**config.mk**
```make
export PLATFORM = sky130hd
export DESIGN_NAME = gcec_sqrt_cell
export DESIGN_NICKNAME = d
export VERILOG_FILES = /design/src/gcec_pkg.sv /design/src/gcec_sqrt_cell.sv
export SDC_FILE = /design/constraint.sdc
export NUM_CORES = 1
export LEC_CHECK = 0
export CORE_AREA = 4 4 121 94
export CTS_CLUSTER_DIAMETER = 30
export DETAILED_ROUTE_END_ITERATION = 16
export DIE_AREA = 0 0 125 98
export DONT_BUFFER_PORTS = 1
export GPL_TIMING_DRIVEN = 0
export PLACE_DENSITY = 0.59
export SYNTH_ARGS = -nofsm -noshare
export SYNTH_HDL_FRONTEND = slang
export SYNTH_SLANG_ARGS = --single-unit
export TNS_END_PERCENT = 1
```
**constraint.sdc**
```tcl
create_clock -name clk -period 0.8 [get_ports clk]
set_input_delay 0.08 -clock clk [delete_from_list [all_inputs] [get_ports clk]]
set_output_delay 0.08 -clock clk [all_outputs]
set_load 0.03 [all_outputs]
```
**src/gcec_pkg.sv**
```systemverilog
`default_nettype none

package gcec_pkg;

    localparam int CELL_W     = 12;
    localparam int GATE_W     = 16;
    localparam int CFG_IDX_W  = 8;
    localparam int CFG_DATA_W = 16;
    localparam int HEIGHT_W   = 16;
    localparam int COUNT_W    = 16;
    localparam int OFF_W      = 2;
    localparam int COST_W     = 18;
    localparam int PEN_W      = 10;

    // Square root chain: two radicand bits per cell.
    localparam int ROOT_W     = COST_W;
    localparam int RAD_W      = 2 * ROOT_W;
    localparam int REM_W      = ROOT_W + 2;
    localparam int SQRT_CELLS = ROOT_W;

    // Register indexes.
    localparam logic [CFG_IDX_W-1:0] CFG_CELL_SIZE   = 8'd0;
    localparam logic [CFG_IDX_W-1:0] CFG_HEIGHT_GATE = 8'd1;

    localparam logic [CELL_W-1:0] CELL_SIZE_RESET   = 12'd250;
    localparam logic [GATE_W-1:0] HEIGHT_GATE_RESET = 16'd0;
    localparam logic [GATE_W-1:0] DEFAULT_GATE      = 16'd350;

    localparam logic [PEN_W-1:0] PEN_LE1  = 10'd1000;
    localparam logic [PEN_W-1:0] PEN_LE2  = 10'd600;
    localparam logic [PEN_W-1:0] PEN_LE4  = 10'd300;
    localparam logic [PEN_W-1:0] PEN_NONE = 10'd0;

    // Intensity term: floor(625 * dint^2 / (2048 * 2601)).
    localparam logic [41:0] INT_SCALE = 42'd625;
    localparam logic [31:0] INT_DIV   = 32'd2601;
    localparam logic [20:0] INT_RECIP = 21'd1651275;

    typedef struct packed {
        logic [HEIGHT_W-1:0] a_mean_height;
        logic [HEIGHT_W-1:0] a_max_height;
        logic [HEIGHT_W-1:0] a_mean_intensity;
        logic [COUNT_W-1:0]  a_point_count;
        logic [HEIGHT_W-1:0] b_mean_height;
        logic [HEIGHT_W-1:0] b_max_height;
        logic [HEIGHT_W-1:0] b_mean_intensity;
        logic [COUNT_W-1:0]  b_point_count;
        logic [OFF_W-1:0]    row_offset;
        logic [OFF_W-1:0]    col_offset;
    } gcec_item_t;

    typedef struct packed {
        logic [PEN_W-1:0] penalty;
        logic             gated;
    } gcec_side_t;

    typedef struct packed {
        logic [RAD_W-1:0]  rad;
        logic [REM_W-1:0]  rem;
        logic [ROOT_W-1:0] root;
        gcec_side_t        side;
    } gcec_root_t;

endpackage

`default_nettype wire

```
**src/gcec_sqrt_cell.sv**
```systemverilog
`default_nettype none

module gcec_sqrt_cell
    import gcec_pkg::*;
(
    input  wire logic       clk,
    input  wire logic       rst_n,
    input  wire logic       adv,
    input  wire logic       in_valid,
    input  wire gcec_root_t in_work,
    output logic            out_valid,
    output gcec_root_t      out_work
);

    // One digit of the restoring square root: bring down two radicand bits,
    // try (root << 2) | 1 against the partial remainder.
    logic [REM_W+1:0] rem_sh;
    logic [REM_W+1:0] trial;
    logic [REM_W+1:0] rem_sub;
    logic             take;
    gcec_root_t       work_next;
    gcec_root_t       work_reg;
    logic             valid_reg;

    always_comb
    begin
        rem_sh  = {in_work.rem, in_work.rad[RAD_W-1 -: 2]};
        trial   = {2'b00, in_work.root, 2'b01};
        rem_sub = rem_sh - trial;
        take    = (rem_sh >= trial);
        work_next.rad  = {in_work.rad[RAD_W-3:0], 2'b00};
        work_next.rem  = take ? rem_sub[REM_W-1:0] : rem_sh[REM_W-1:0];
        work_next.root = {in_work.root[ROOT_W-2:0], take};
        work_next.side = in_work.side;
    end

    always_ff @(posedge clk or negedge rst_n)
    begin
        if (!rst_n)
            valid_reg <= 1'b0;
        else if (adv)
            valid_reg <= in_valid;
    end

    always_ff @(posedge clk)
    begin
        if (adv)
            work_reg <= work_next;
    end

    assign out_valid = valid_reg;
    assign out_work  = work_reg;

endmodule

`default_nettype wire

```
==> run metrics <==
Site Rows 32; CTS H-tree lvls 3; first-pass GRT wire length 16400 um; combinational power share roughly 17%; share of cells above drive strength 1 23.7%; Nets 498; Distinct cells, synth 44; CP Launch Type input port; actual slew at the worst max-slew pin 0.512 ns; Seq/Total Area, Yosys between 60% and 70%; sequential share of power 51.9%; core area a little over 10000 um2; crit end category flip-flop; cell area after synthesis roughly 4000 um2; commonest cells after routing, fill and taps aside 84 x dlygate4sd3_1, 83 x edfxtp_1, 23 x inv_1; Layout fillers between 800 and 900; Max rail drop VDD 1110 uV; Die Ht 98 um; PortBufs 0; Top FF cell, synth edfxtp_1; Max-Cap Viols 0; Tmin final 1.84 ns; initial antenna violation count 0; Net Sw Frac 29.9%; post-synthesis area per instance roughly 14 um2; status finished with violations; Final Hold Vio Count 84; Syn. warnings 0; first-pass iteration count of the detailed router 4; Hold Path Class input port to flip-flop; internal power between 0.008 and 0.009 W; via count 2688; pin count of the biggest net entering global routing 85; Req. time, crit path 0.89 ns; PwrDens between 2000 and 2500 nW/um2; CP Max Fanout 5; maximum clock rate 543 MHz; DRT antenna net count 0; #FFs+latches synth 84; WHS -0.150 ns; total routed wirelength 10500 um; Worst-path clk slew 0.06 ns; Slew Limit Fails 0; number of buffers inserted by hold repair at cts 84; failing checks negative hold slack, negative setup slack; Initial Util 39.1%; switching pwr roughly 0.0038 W; Tcrit/Tclk final 230%; FF+latch area 2520 um2; CTS sink count 84; Bufs on Longest Clock Path 2; Finish-stage setup viols 106; GRT Overall Usage roughly 17%; drt wl/cell 19.9 um; GRT overflow 0; Setup CP Type input port to flip-flop; HPWL Detailed 6960 um; Post-synth ARST share 1.19%; CTS root buffer clkbuf_16; CTS tree yes; total I/O pin count 175; Lkg Pwr 2.10 nW; vias in the first global route around 2800; Core Util, Final 55.8%; Detailed Route Iter0 Violations 200; Post-synth EDFFs 83; Multi-input gate area approximately 1600 um2; RSZ-0062 raised after global routing true; max_slew headroom 65.6%; gate count after technology mapping ~280; CP arrival 1.93 ns; die span in x 125 um; crit path max-delay cell type a221o_1; Die Footprint 12300 um2; Clock Power Share approximately 31%; vias per cell about 5.1; cell breakdown of the critical path ha_4 > a21o_4 > a221o_1 > a21oi_4 > o31ai_4 > o211ai_4 > buf_6 > mux2_4; RD Place Congestion 0.801; crit-path max cell delay between 0.3 and 0.4 ns; synthesis-to-finish area growth 42.6%; CTS buffer count 9; Skew-Pair Late Insertion Delay 0.33 ns; Reg2Reg Setup Slack -0.08 ns; Layout Skew 0 ns; antenna cells 0; Worst Slack Setup Final -1.04 ns; commonest non-fill, non-tap cell in the layout dlygate4sd3_1; DRC Markers 0
==> per-layer routing <==
layer | up-vias | track usage [%] | part of all wire (%)
met1 | 1277 | 22.3 | 44
met3 | 8 | 6.29 | 8.4
met2 | 128 | 27.6 | 47
li1 | 1275 | - | -
met4 | 0 | 4.50 | 1.0
met5 | - | 0 | 0
==> metrics by stage <==
step | std cells | setup TNS (ns) | total power (W) | worst slack (ns) | cell area, um2
after detailed placement | 416 | -32.99 | 0.00816 | -1.62 | 4260
after floorplan | 280 | -26.85 | 0.00781 | -1.32 | 4090
after CTS | 525 | -34.75 | 0.0126 | -1.07 | 5610
after global routing | 529 | -36.19 | 0.0131 | -1.10 | 5680
after global placement | 416 | -32.45 | 0.00813 | -1.60 | 4260
final | 529 | -33.04 | 0.0126 | -1.04 | 5680
==> power by group through the flow <==
stage          clock, W  sequential, W  combinational [W]
2_1_floorplan         0        0.00652            0.00129
3_3_place_gp          0        0.00663            0.00150
3_5_place_dp          0        0.00663            0.00153
4_1_cts         0.00395        0.00654            0.00210
5_1_grt         0.00414        0.00656            0.00237
6_report        0.00387        0.00652            0.00217
==> kinds of logic (layout without fill, tap and decap cells) <==
group / after synthesis / after routing / synth area share, %
flip-flops: 84 / 84 / 63.2
AO/OA/AOI/OAI: 54 / 54 / 9.15
AND/OR/NAND/NOR: 48 / 48 / 5.94
buffers and inverters: 33 / 146 / 3.87
multiplexers: 21 / 21 / 7.48
adder cells (fa/ha/maj): 20 / 20 / 6.29
XOR/XNOR: 18 / 18 / 3.96
other: 1 / 2 / 0.0942
==> flip-flops by register name (all words and copies together) (netlist names) <==
signal / flops
out_work: 83
out_valid: 1
==> cells in the mapped netlist (2+ instances only) <==
master    instances  area [um2]
edfxtp_1         83        2490
inv_1            27         101
ha_1             20         250
mux2_4           17         255
a21oi_1          15        75.1
nor2_1           12        45.0
nand2_1           9        33.8
xnor2_1           9        78.8
xor2_1            9        78.8
o21ai_0           8        40.0
nand3_1           6        30.0
nor3_1            6        30.0
a211oi_1          5        37.5
nor4_1            4        25.0
o21a_1            4        30.0
o31ai_1           4        30.0
buf_6             3        33.8
o211ai_1          3        22.5
a21o_1            2        15.0
a21oi_2           2        17.5
a221o_1           2        20.0
buf_4             2        15.0
mux2_2            2        22.5
mux2i_1           2        20.0
nand4_1           2        12.5
nor2b_1           2        12.5
or3_1             2        12.5
==> worst paths after layout <==
check                                           start                endpoint  cells past startpoint
worst max-delay path                      in_work[42]  out_work[39]$_DFFE_PP_                      8
max in group asynchronous                       rst_n   out_valid$_DFFE_PN0P_                      2
worst min-delay path                              adv  out_work[29]$_DFFE_PP_                      0
worst max register to register  out_valid$_DFFE_PN0P_   out_valid$_DFFE_PN0P_                      1
worst min register to register  out_valid$_DFFE_PN0P_   out_valid$_DFFE_PN0P_                      1
min in group asynchronous                       rst_n   out_valid$_DFFE_PN0P_                      2
==> cell type report <==
type / count / share of cell area [%]
Timing Repair Buffer: 99 / 16.9
Clock buffer: 9 / 3.97
Clock inverter: 6 / 0.881
Multi-Input combinational cell: 163 / 28.0
Tap cell: 136 / 3.00
Sequential cell: 84 / 44.4
Inverter: 27 / 1.96
Buffer: 5 / 1.01
==> worst max-delay path: cells and delay by family <==
family / cells / cell delay [ns]
multiplexers: 1 / 0.31
adder cells (fa/ha/maj): 1 / 0.22
AO/OA/AOI/OAI: 5 / 1.11
buffers and inverters: 1 / 0.19
==> repair_timing <==
| item | in CTS | in global routing |
|---|---|---|
| gates cloned | 1 | 0 |
| endpoints found under the hold margin | 166 | 84 |
| setup buffers | 10 | 4 |
| pin swaps | 10 | 12 |
| gates resized for setup | 31 | 8 |
| endpoints found under the setup margin | 106 | 106 |
Note: power is estimated with default switching activity, not from simulation.
