[src/gcec_pkg.sv]
`default_nettype none

package gcec_pkg;

    localparam int CELL_W     = 12;
    localparam int GATE_W     = 16;
    localparam int CFG_IDX_W  = 8;
    localparam int CFG_DATA_W = 16;
    localparam int HEIGHT_W   = 16;
    localparam int COUNT_W    = 16;
    localparam int OFF_W      = 2;
    localparam int COST_W     = 18;
    localparam int PEN_W      = 10;

    // Square root chain: two radicand bits per cell.
    localparam int ROOT_W     = COST_W;
    localparam int RAD_W      = 2 * ROOT_W;
    localparam int REM_W      = ROOT_W + 2;
    localparam int SQRT_CELLS = ROOT_W;

    // Register indexes.
    localparam logic [CFG_IDX_W-1:0] CFG_CELL_SIZE   = 8'd0;
    localparam logic [CFG_IDX_W-1:0] CFG_HEIGHT_GATE = 8'd1;

    localparam logic [CELL_W-1:0] CELL_SIZE_RESET   = 12'd250;
    localparam logic [GATE_W-1:0] HEIGHT_GATE_RESET = 16'd0;
    localparam logic [GATE_W-1:0] DEFAULT_GATE      = 16'd350;

    localparam logic [PEN_W-1:0] PEN_LE1  = 10'd1000;
    localparam logic [PEN_W-1:0] PEN_LE2  = 10'd600;
    localparam logic [PEN_W-1:0] PEN_LE4  = 10'd300;
    localparam logic [PEN_W-1:0] PEN_NONE = 10'd0;

    // Intensity term: floor(625 * dint^2 / (2048 * 2601)).
    localparam logic [41:0] INT_SCALE = 42'd625;
    localparam logic [31:0] INT_DIV   = 32'd2601;
    localparam logic [20:0] INT_RECIP = 21'd1651275;

    typedef struct packed {
        logic [HEIGHT_W-1:0] a_mean_height;
        logic [HEIGHT_W-1:0] a_max_height;
        logic [HEIGHT_W-1:0] a_mean_intensity;
        logic [COUNT_W-1:0]  a_point_count;
        logic [HEIGHT_W-1:0] b_mean_height;
        logic [HEIGHT_W-1:0] b_max_height;
        logic [HEIGHT_W-1:0] b_mean_intensity;
        logic [COUNT_W-1:0]  b_point_count;
        logic [OFF_W-1:0]    row_offset;
        logic [OFF_W-1:0]    col_offset;
    } gcec_item_t;

    typedef struct packed {
        logic [PEN_W-1:0] penalty;
        logic             gated;
    } gcec_side_t;

    typedef struct packed {
        logic [RAD_W-1:0]  rad;
        logic [REM_W-1:0]  rem;
        logic [ROOT_W-1:0] root;
        gcec_side_t        side;
    } gcec_root_t;

endpackage

`default_nettype wire

[src/gcec_front.sv]
`default_nettype none

module gcec_front
    import gcec_pkg::*;
(
    input  wire logic              clk,
    input  wire logic              rst_n,
    input  wire logic              adv,
    input  wire logic              in_valid,
    input  wire gcec_item_t        item,
    input  wire logic [CELL_W-1:0] cell_size,
    input  wire logic [GATE_W-1:0] height_gate,
    output logic                   out_valid,
    output gcec_root_t             out_work
);

    function automatic logic [15:0] mag17(input logic [16:0] d);
        logic [16:0] n;
        begin
            n = 17'd0 - d;
            return d[16] ? n[15:0] : d[15:0];
        end
    endfunction

    function automatic logic [CELL_W+1:0] off_dist(input logic [OFF_W-1:0] off,
                                                   input logic [CELL_W-1:0] cs);
        logic [CELL_W+1:0] d;
        begin
            case (off)
                2'b00:   d = '0;
                2'b10:   d = {1'b0, cs, 1'b0};
                default: d = {2'b00, cs};
            endcase
            return d;
        end
    endfunction

    // Stage 1: differences, gate test, sparsity penalty, spatial offsets.
    logic [16:0]        dmean_raw, dmax_raw, dint_raw;
    logic [15:0]        dmean_next, dmax_next, dint_next;
    logic [CELL_W+1:0]  rd_next, cd_next;
    logic [GATE_W-1:0]  gate_eff;
    logic [COUNT_W-1:0] cnt_min;
    gcec_side_t         side_next;

    always_comb
    begin
        dmean_raw = {item.a_mean_height[15], item.a_mean_height}
                  - {item.b_mean_height[15], item.b_mean_height};
        dmax_raw  = {item.a_max_height[15], item.a_max_height}
                  - {item.b_max_height[15], item.b_max_height};
        dint_raw  = {1'b0, item.a_mean_intensity} - {1'b0, item.b_mean_intensity};
        dmean_next = mag17(dmean_raw);
        dmax_next  = mag17(dmax_raw);
        dint_next  = mag17(dint_raw);
        rd_next = off_dist(item.row_offset, cell_size);
        cd_next = off_dist(item.col_offset, cell_size);
        gate_eff = (height_gate == '0) ? DEFAULT_GATE : height_gate;
        cnt_min = (item.a_point_count < item.b_point_count) ? item.a_point_count
                                                            : item.b_point_count;
        side_next.gated = (dmax_next > gate_eff);
        if (cnt_min <= 16'd1)
            side_next.penalty = PEN_LE1;
        else if (cnt_min == 16'd2)
            side_next.penalty = PEN_LE2;
        else if (cnt_min <= 16'd4)
            side_next.penalty = PEN_LE4;
        else
            side_next.penalty = PEN_NONE;
    end

    logic              v1_reg, v2_reg, v3_reg, v4_reg, v5_reg, v6_reg;
    gcec_side_t        side1_reg, side2_reg, side3_reg, side4_reg, side5_reg, side6_reg;
    logic [15:0]       dmean_reg, dmax_reg, dint_reg;
    logic [CELL_W+1:0] rd_reg, cd_reg;

    // Stage 2: squares.
    logic [31:0] sq_mean_next, sq_max_next, sq_int_next;
    logic [27:0] sq_rd_next, sq_cd_next;
    logic [31:0] sq_mean_reg, sq_max_reg, sq_int_reg;
    logic [27:0] sq_rd_reg, sq_cd_reg;

    assign sq_mean_next = {16'd0, dmean_reg} * {16'd0, dmean_reg};
    assign sq_max_next  = {16'd0, dmax_reg} * {16'd0, dmax_reg};
    assign sq_int_next  = {16'd0, dint_reg} * {16'd0, dint_reg};
    assign sq_rd_next   = {14'd0, rd_reg} * {14'd0, rd_reg};
    assign sq_cd_next   = {14'd0, cd_reg} * {14'd0, cd_reg};

    // Stage 3: spatial sum, weighted height sum, scaled intensity.
    logic [28:0] sp_next, sp_reg;
    logic [34:0] hsum_next, hsum_reg;
    logic [41:0] int_scaled;
    logic [30:0] y_next, y3_reg;

    assign sp_next    = {1'b0, sq_rd_reg} + {1'b0, sq_cd_reg};
    assign hsum_next  = {2'b00, sq_mean_reg, 1'b0} + {2'b00, sq_max_reg, 1'b0}
                      + {3'b000, sq_max_reg};
    assign int_scaled = {10'd0, sq_int_reg} * INT_SCALE;
    assign y_next     = int_scaled[41:11];

    // Stage 4: height and spatial total, reciprocal estimate of y / 2601.
    logic [34:0] acc_next, acc4_reg, acc5_reg;
    logic [51:0] qprod;
    logic [19:0] q0_next, q0_reg, q5_reg;
    logic [30:0] y4_reg;

    assign acc_next = {6'd0, sp_reg} + hsum_reg;
    assign qprod    = {21'd0, y3_reg} * {31'd0, INT_RECIP};
    assign q0_next  = qprod[51:32];

    // Stage 5: remainder of the estimate; it stays below twice the divisor.
    logic [31:0] back, rdiff;
    logic [12:0] r_next, r_reg;

    assign back   = {12'd0, q0_reg} * INT_DIV;
    assign rdiff  = {1'b0, y4_reg} - back;
    assign r_next = rdiff[12:0];

    // Stage 6: corrected quotient added to the total.
    logic [19:0]      q_fix;
    logic [RAD_W-1:0] rad_next, rad_reg;

    assign q_fix    = q5_reg + {19'd0, (r_reg >= INT_DIV[12:0])};
    assign rad_next = {1'b0, acc5_reg} + {16'd0, q_fix};

    always_ff @(posedge clk or negedge rst_n)
    begin
        if (!rst_n)
        begin
            v1_reg <= 1'b0;
            v2_reg <= 1'b0;
            v3_reg <= 1'b0;
            v4_reg <= 1'b0;
            v5_reg <= 1'b0;
            v6_reg <= 1'b0;
        end
        else if (adv)
        begin
            v1_reg <= in_valid;
            v2_reg <= v1_reg;
            v3_reg <= v2_reg;
            v4_reg <= v3_reg;
            v5_reg <= v4_reg;
            v6_reg <= v5_reg;
        end
    end

    always_ff @(posedge clk)
    begin
        if (adv)
        begin
            dmean_reg <= dmean_next;
            dmax_reg  <= dmax_next;
            dint_reg  <= dint_next;
            rd_reg    <= rd_next;
            cd_reg    <= cd_next;
            side1_reg <= side_next;

            sq_mean_reg <= sq_mean_next;
            sq_max_reg  <= sq_max_next;
            sq_int_reg  <= sq_int_next;
            sq_rd_reg   <= sq_rd_next;
            sq_cd_reg   <= sq_cd_next;
            side2_reg   <= side1_reg;

            sp_reg    <= sp_next;
            hsum_reg  <= hsum_next;
            y3_reg    <= y_next;
            side3_reg <= side2_reg;

            acc4_reg  <= acc_next;
            q0_reg    <= q0_next;
            y4_reg    <= y3_reg;
            side4_reg <= side3_reg;

            acc5_reg  <= acc4_reg;
            q5_reg    <= q0_reg;
            r_reg     <= r_next;
            side5_reg <= side4_reg;

            rad_reg   <= rad_next;
            side6_reg <= side5_reg;
        end
    end

    assign out_valid     = v6_reg;
    assign out_work.rad  = rad_reg;
    assign out_work.rem  = '0;
    assign out_work.root = '0;
    assign out_work.side = side6_reg;

endmodule

`default_nettype wire

[config.mk]
export PLATFORM = sky130hd
export DESIGN_NAME = gcec_front
export DESIGN_NICKNAME = d
export VERILOG_FILES = /design/src/gcec_pkg.sv /design/src/gcec_front.sv
export SDC_FILE = /design/constraint.sdc
export NUM_CORES = 2
export LEC_CHECK = 0
export BUFFER_PORTS_ARGS = -buffer_cell sky130_fd_sc_hd__buf_2
export CORE_MARGIN = 3
export CORE_UTILIZATION = 40
export CTS_CLUSTER_SIZE = 28
export DETAILED_ROUTE_END_ITERATION = 6
export MAX_ROUTING_LAYER = met4
export SYNTH_ARGS = -nofsm -noshare
export SYNTH_HDL_FRONTEND = slang
export SYNTH_SLANG_ARGS = --single-unit
[constraint.sdc]
create_clock -name clk -period 13.87 [get_ports clk]
set_input_delay 2.774 -clock clk [delete_from_list [all_inputs] [get_ports clk]]
set_output_delay 2.774 -clock clk [all_outputs]
set_load 0.01 [all_outputs]
==> metrics <==
#FFs+latches synth=536; ys flop type=edfxtp_1; final worst-path cycle share=52.00%; Largest register FFs=36; Clk Latency, worst-skew pair=700 ps; DRC Markers=0; TritonCTS Sinks=536; Final Skew=64.87 ps; synth warn=0; H-tree levels=3; most common cell after layout, fill and taps aside=inv_1; CTS tree=done; RR Startpoint=y3_reg[4]$_DFFE_PP_; final-report hold violation count=0; drt initial violations=2425; Die Wd=435.0 um; Hold Crit Depth=0; Worst Path Max Fanout=7; die area=189300 sq um; worst hold start=acc4_reg[21]$_DFFE_PP_; Mapped Area=73630 sq um; CTS Buffer Depth=3; FMAX=138.7 MHz; Pre-antenna DRT Iters=5; root buf cell=clkbuf_16; port bufs=209; # fillers=17.43k; nets@finish=9646; die height=435.0 um; vias in the first global route=51.13k; I/O pin count=250; Register Area=16070 sq um; Worst Tran Pin Value=1100 ps; Final ANT Viol Nets=0; Mean Syn Cell Area=10.28 sq um; setup TNS=0 ps; first-pass GRT wire length=266700 um; Setup crit start=y3_reg[4]$_DFFE_PP_; final setup fails=0; commonest cells after routing, fill and taps aside=inv_1, ha_1, fa_1; share of cells above drive strength 1=5.093%; core area=181900 sq um; startpoint types=register; GRT overflow=0; GRT Resource Usage Total=17.86%; HP Class=reg2reg; CTS Hold Bufs=0; # Max-Cap Violations=0; Worst EP arrival=7620 ps; Post-synth EDFFs=530; r2r setup slk=6660 ps; FF-to-FF End=q0_reg[18]$_DFFE_PP_; Seq/Total Area, Yosys=21.82%; CP Capture Type=register; final cell count without fillers=9853; clock period minus worst slack=7212 ps; Post-DP HPWL=134600 um; via count=48.38k; WL final=161100 um; Hold Crit Endpoint=acc5_reg[21]$_DFFE_PP_; Setup Fix Bufs, Post-CTS=0; Gate Count Post-Synth=7161; Multi-input gate area=50810 sq um; WL/cell=16.35 um; Unique masters post-synth=81; Worst Path Required=14280 ps; max_slew headroom=26.66%; total CTS buffers=69; final RePlAce weighted congestion=0.9069; Reg2Reg Depth=22; Area Growth Syn to Fin=8.125%; status=complete, no violations; Worst-path clk slew=60 ps; Placed Cells=9729; vias per inst=4.910; Starting Density=40.47%; Final Max Slew Viols=0; RSZ-0062 raised after global routing=no; cts repair resizes=0; # rows=156; initial antenna violation count=7; pin count of the biggest net entering global routing=159; async set or reset register ratio after synthesis=1.119%; Setup CP Type=reg2reg
## critical path, cell delays in order (launching register included)
cell	delay, ps
edfxtp_1	540
ha_1	400
inv_1	70
fa_1	480
fa_1	520
inv_1	50
fa_1	470
fa_1	500
inv_1	50
fa_1	470
fa_1	520
inv_1	40
ha_1	290
nand4_1	80
nor3_1	530
nand4_1	200
o211ai_1	480
o21ai_0	290
nand3_1	120
o21ai_0	190
o221ai_1	360
a31oi_1	160
xnor2_1	140
## worst max path at each step
| stage | endpoint | depth (start not counted) |
|---|---|---|
| after floorplan | side1_reg[0]$_DFFE_PP_ | 24 |
| after global placement | q0_reg[18]$_DFFE_PP_ | 22 |
| after detailed placement | q0_reg[18]$_DFFE_PP_ | 22 |
| after CTS | q0_reg[18]$_DFFE_PP_ | 22 |
| after global routing | sq_int_reg[30]$_DFFE_PP_ | 23 |
| final | q0_reg[18]$_DFFE_PP_ | 22 |
## cells in the mapped netlist (8+ instances only)
master	instances	area share, %
a21oi_1	279	1.9
buf_4	42	0.43
fa_1	1031	28
o211ai_1	13	0.13
ha_1	1100	19
o21a_1	62	0.63
o31a_1	8	0.095
o21bai_1	37	0.38
nor2_1	325	1.7
nand4_1	39	0.33
a311oi_1	9	0.11
and2_1	254	2.2
mux2_2	11	0.17
nor4_1	14	0.12
xor2_1	116	1.4
or2_2	19	0.16
o21ai_0	156	1.1
o21ai_1	10	0.068
edfxtp_1	530	22
nand2b_1	51	0.43
or3_1	20	0.17
inv_1	1657	8.4
nand3_1	58	0.39
a22o_1	13	0.15
a211oi_1	30	0.31
clkbuf_1	98	0.50
a31oi_1	30	0.25
a21boi_0	10	0.10
nor3_1	70	0.48
a21o_1	132	1.3
o31ai_1	10	0.10
xnor2_1	295	3.5
and3_1	54	0.46
nand2_1	387	2.0
nor2b_1	65	0.55
## per-stage QoR
stage | setup WS (ps) | instance area, sq um | hold WS, ps | utilization [%]
6_report | 6658 | 79610 | 412.7 | 43.76
5_1_grt | 6268 | 79610 | 422.4 | 43.76
4_1_cts | 6598 | 79610 | 412.6 | 43.76
3_5_place_dp | 6618 | 77310 | 404.5 | 42.50
3_3_place_gp | 6810 | 77310 | 400.4 | 42.50
2_1_floorplan | 7414 | 73790 | 400.3 | -
## cell type report
type                            instances  share of cell area (%)
Timing Repair Buffer                  218                   1.443
Tap cell                             2449                   3.849
Clock buffer                           76                   2.241
Inverter                             1657                   7.813
Antenna cell                            2                0.006287
Multi-Input combinational cell       4869                   63.83
Sequential cell                       536                   20.18
Clock inverter                         46                  0.6397
## routing by layer
| layer | vias to the layer above | wire length, um | GRT usage, % | share of wire [%] |
|---|---|---|---|---|
| li1 | 23383 | - | - | - |
| met1 | 23977 | 73780 | 23.86 | 46 |
| met2 | 843 | 76830 | 29.02 | 48 |
| met3 | 176 | 6651 | 2.097 | 4.1 |
| met4 | 0 | 3850 | 4.479 | 2.4 |
| met5 | - | 0 | - | 0 |
## cell families (layout without fill, tap and decap cells)
| family | count (synthesis) | in the layout | share of synthesized area (%) |
|---|---|---|---|
| AO/OA/AOI/OAI | 881 | 881 | 7.679 |
| XOR/XNOR | 412 | 412 | 4.911 |
| adder cells (fa/ha/maj) | 2131 | 2131 | 46.73 |
| buffers and inverters | 1799 | 1997 | 9.386 |
| flip-flops | 536 | 536 | 21.82 |
| multiplexers | 13 | 13 | 0.1954 |
| other | 1 | 46 | 0.005093 |
| AND/OR/NAND/NOR | 1388 | 1388 | 9.278 |
Power is left out: the tool's default activity adds up to more than one toggle a clock period on the data nets, which glitch-free logic cannot reach.
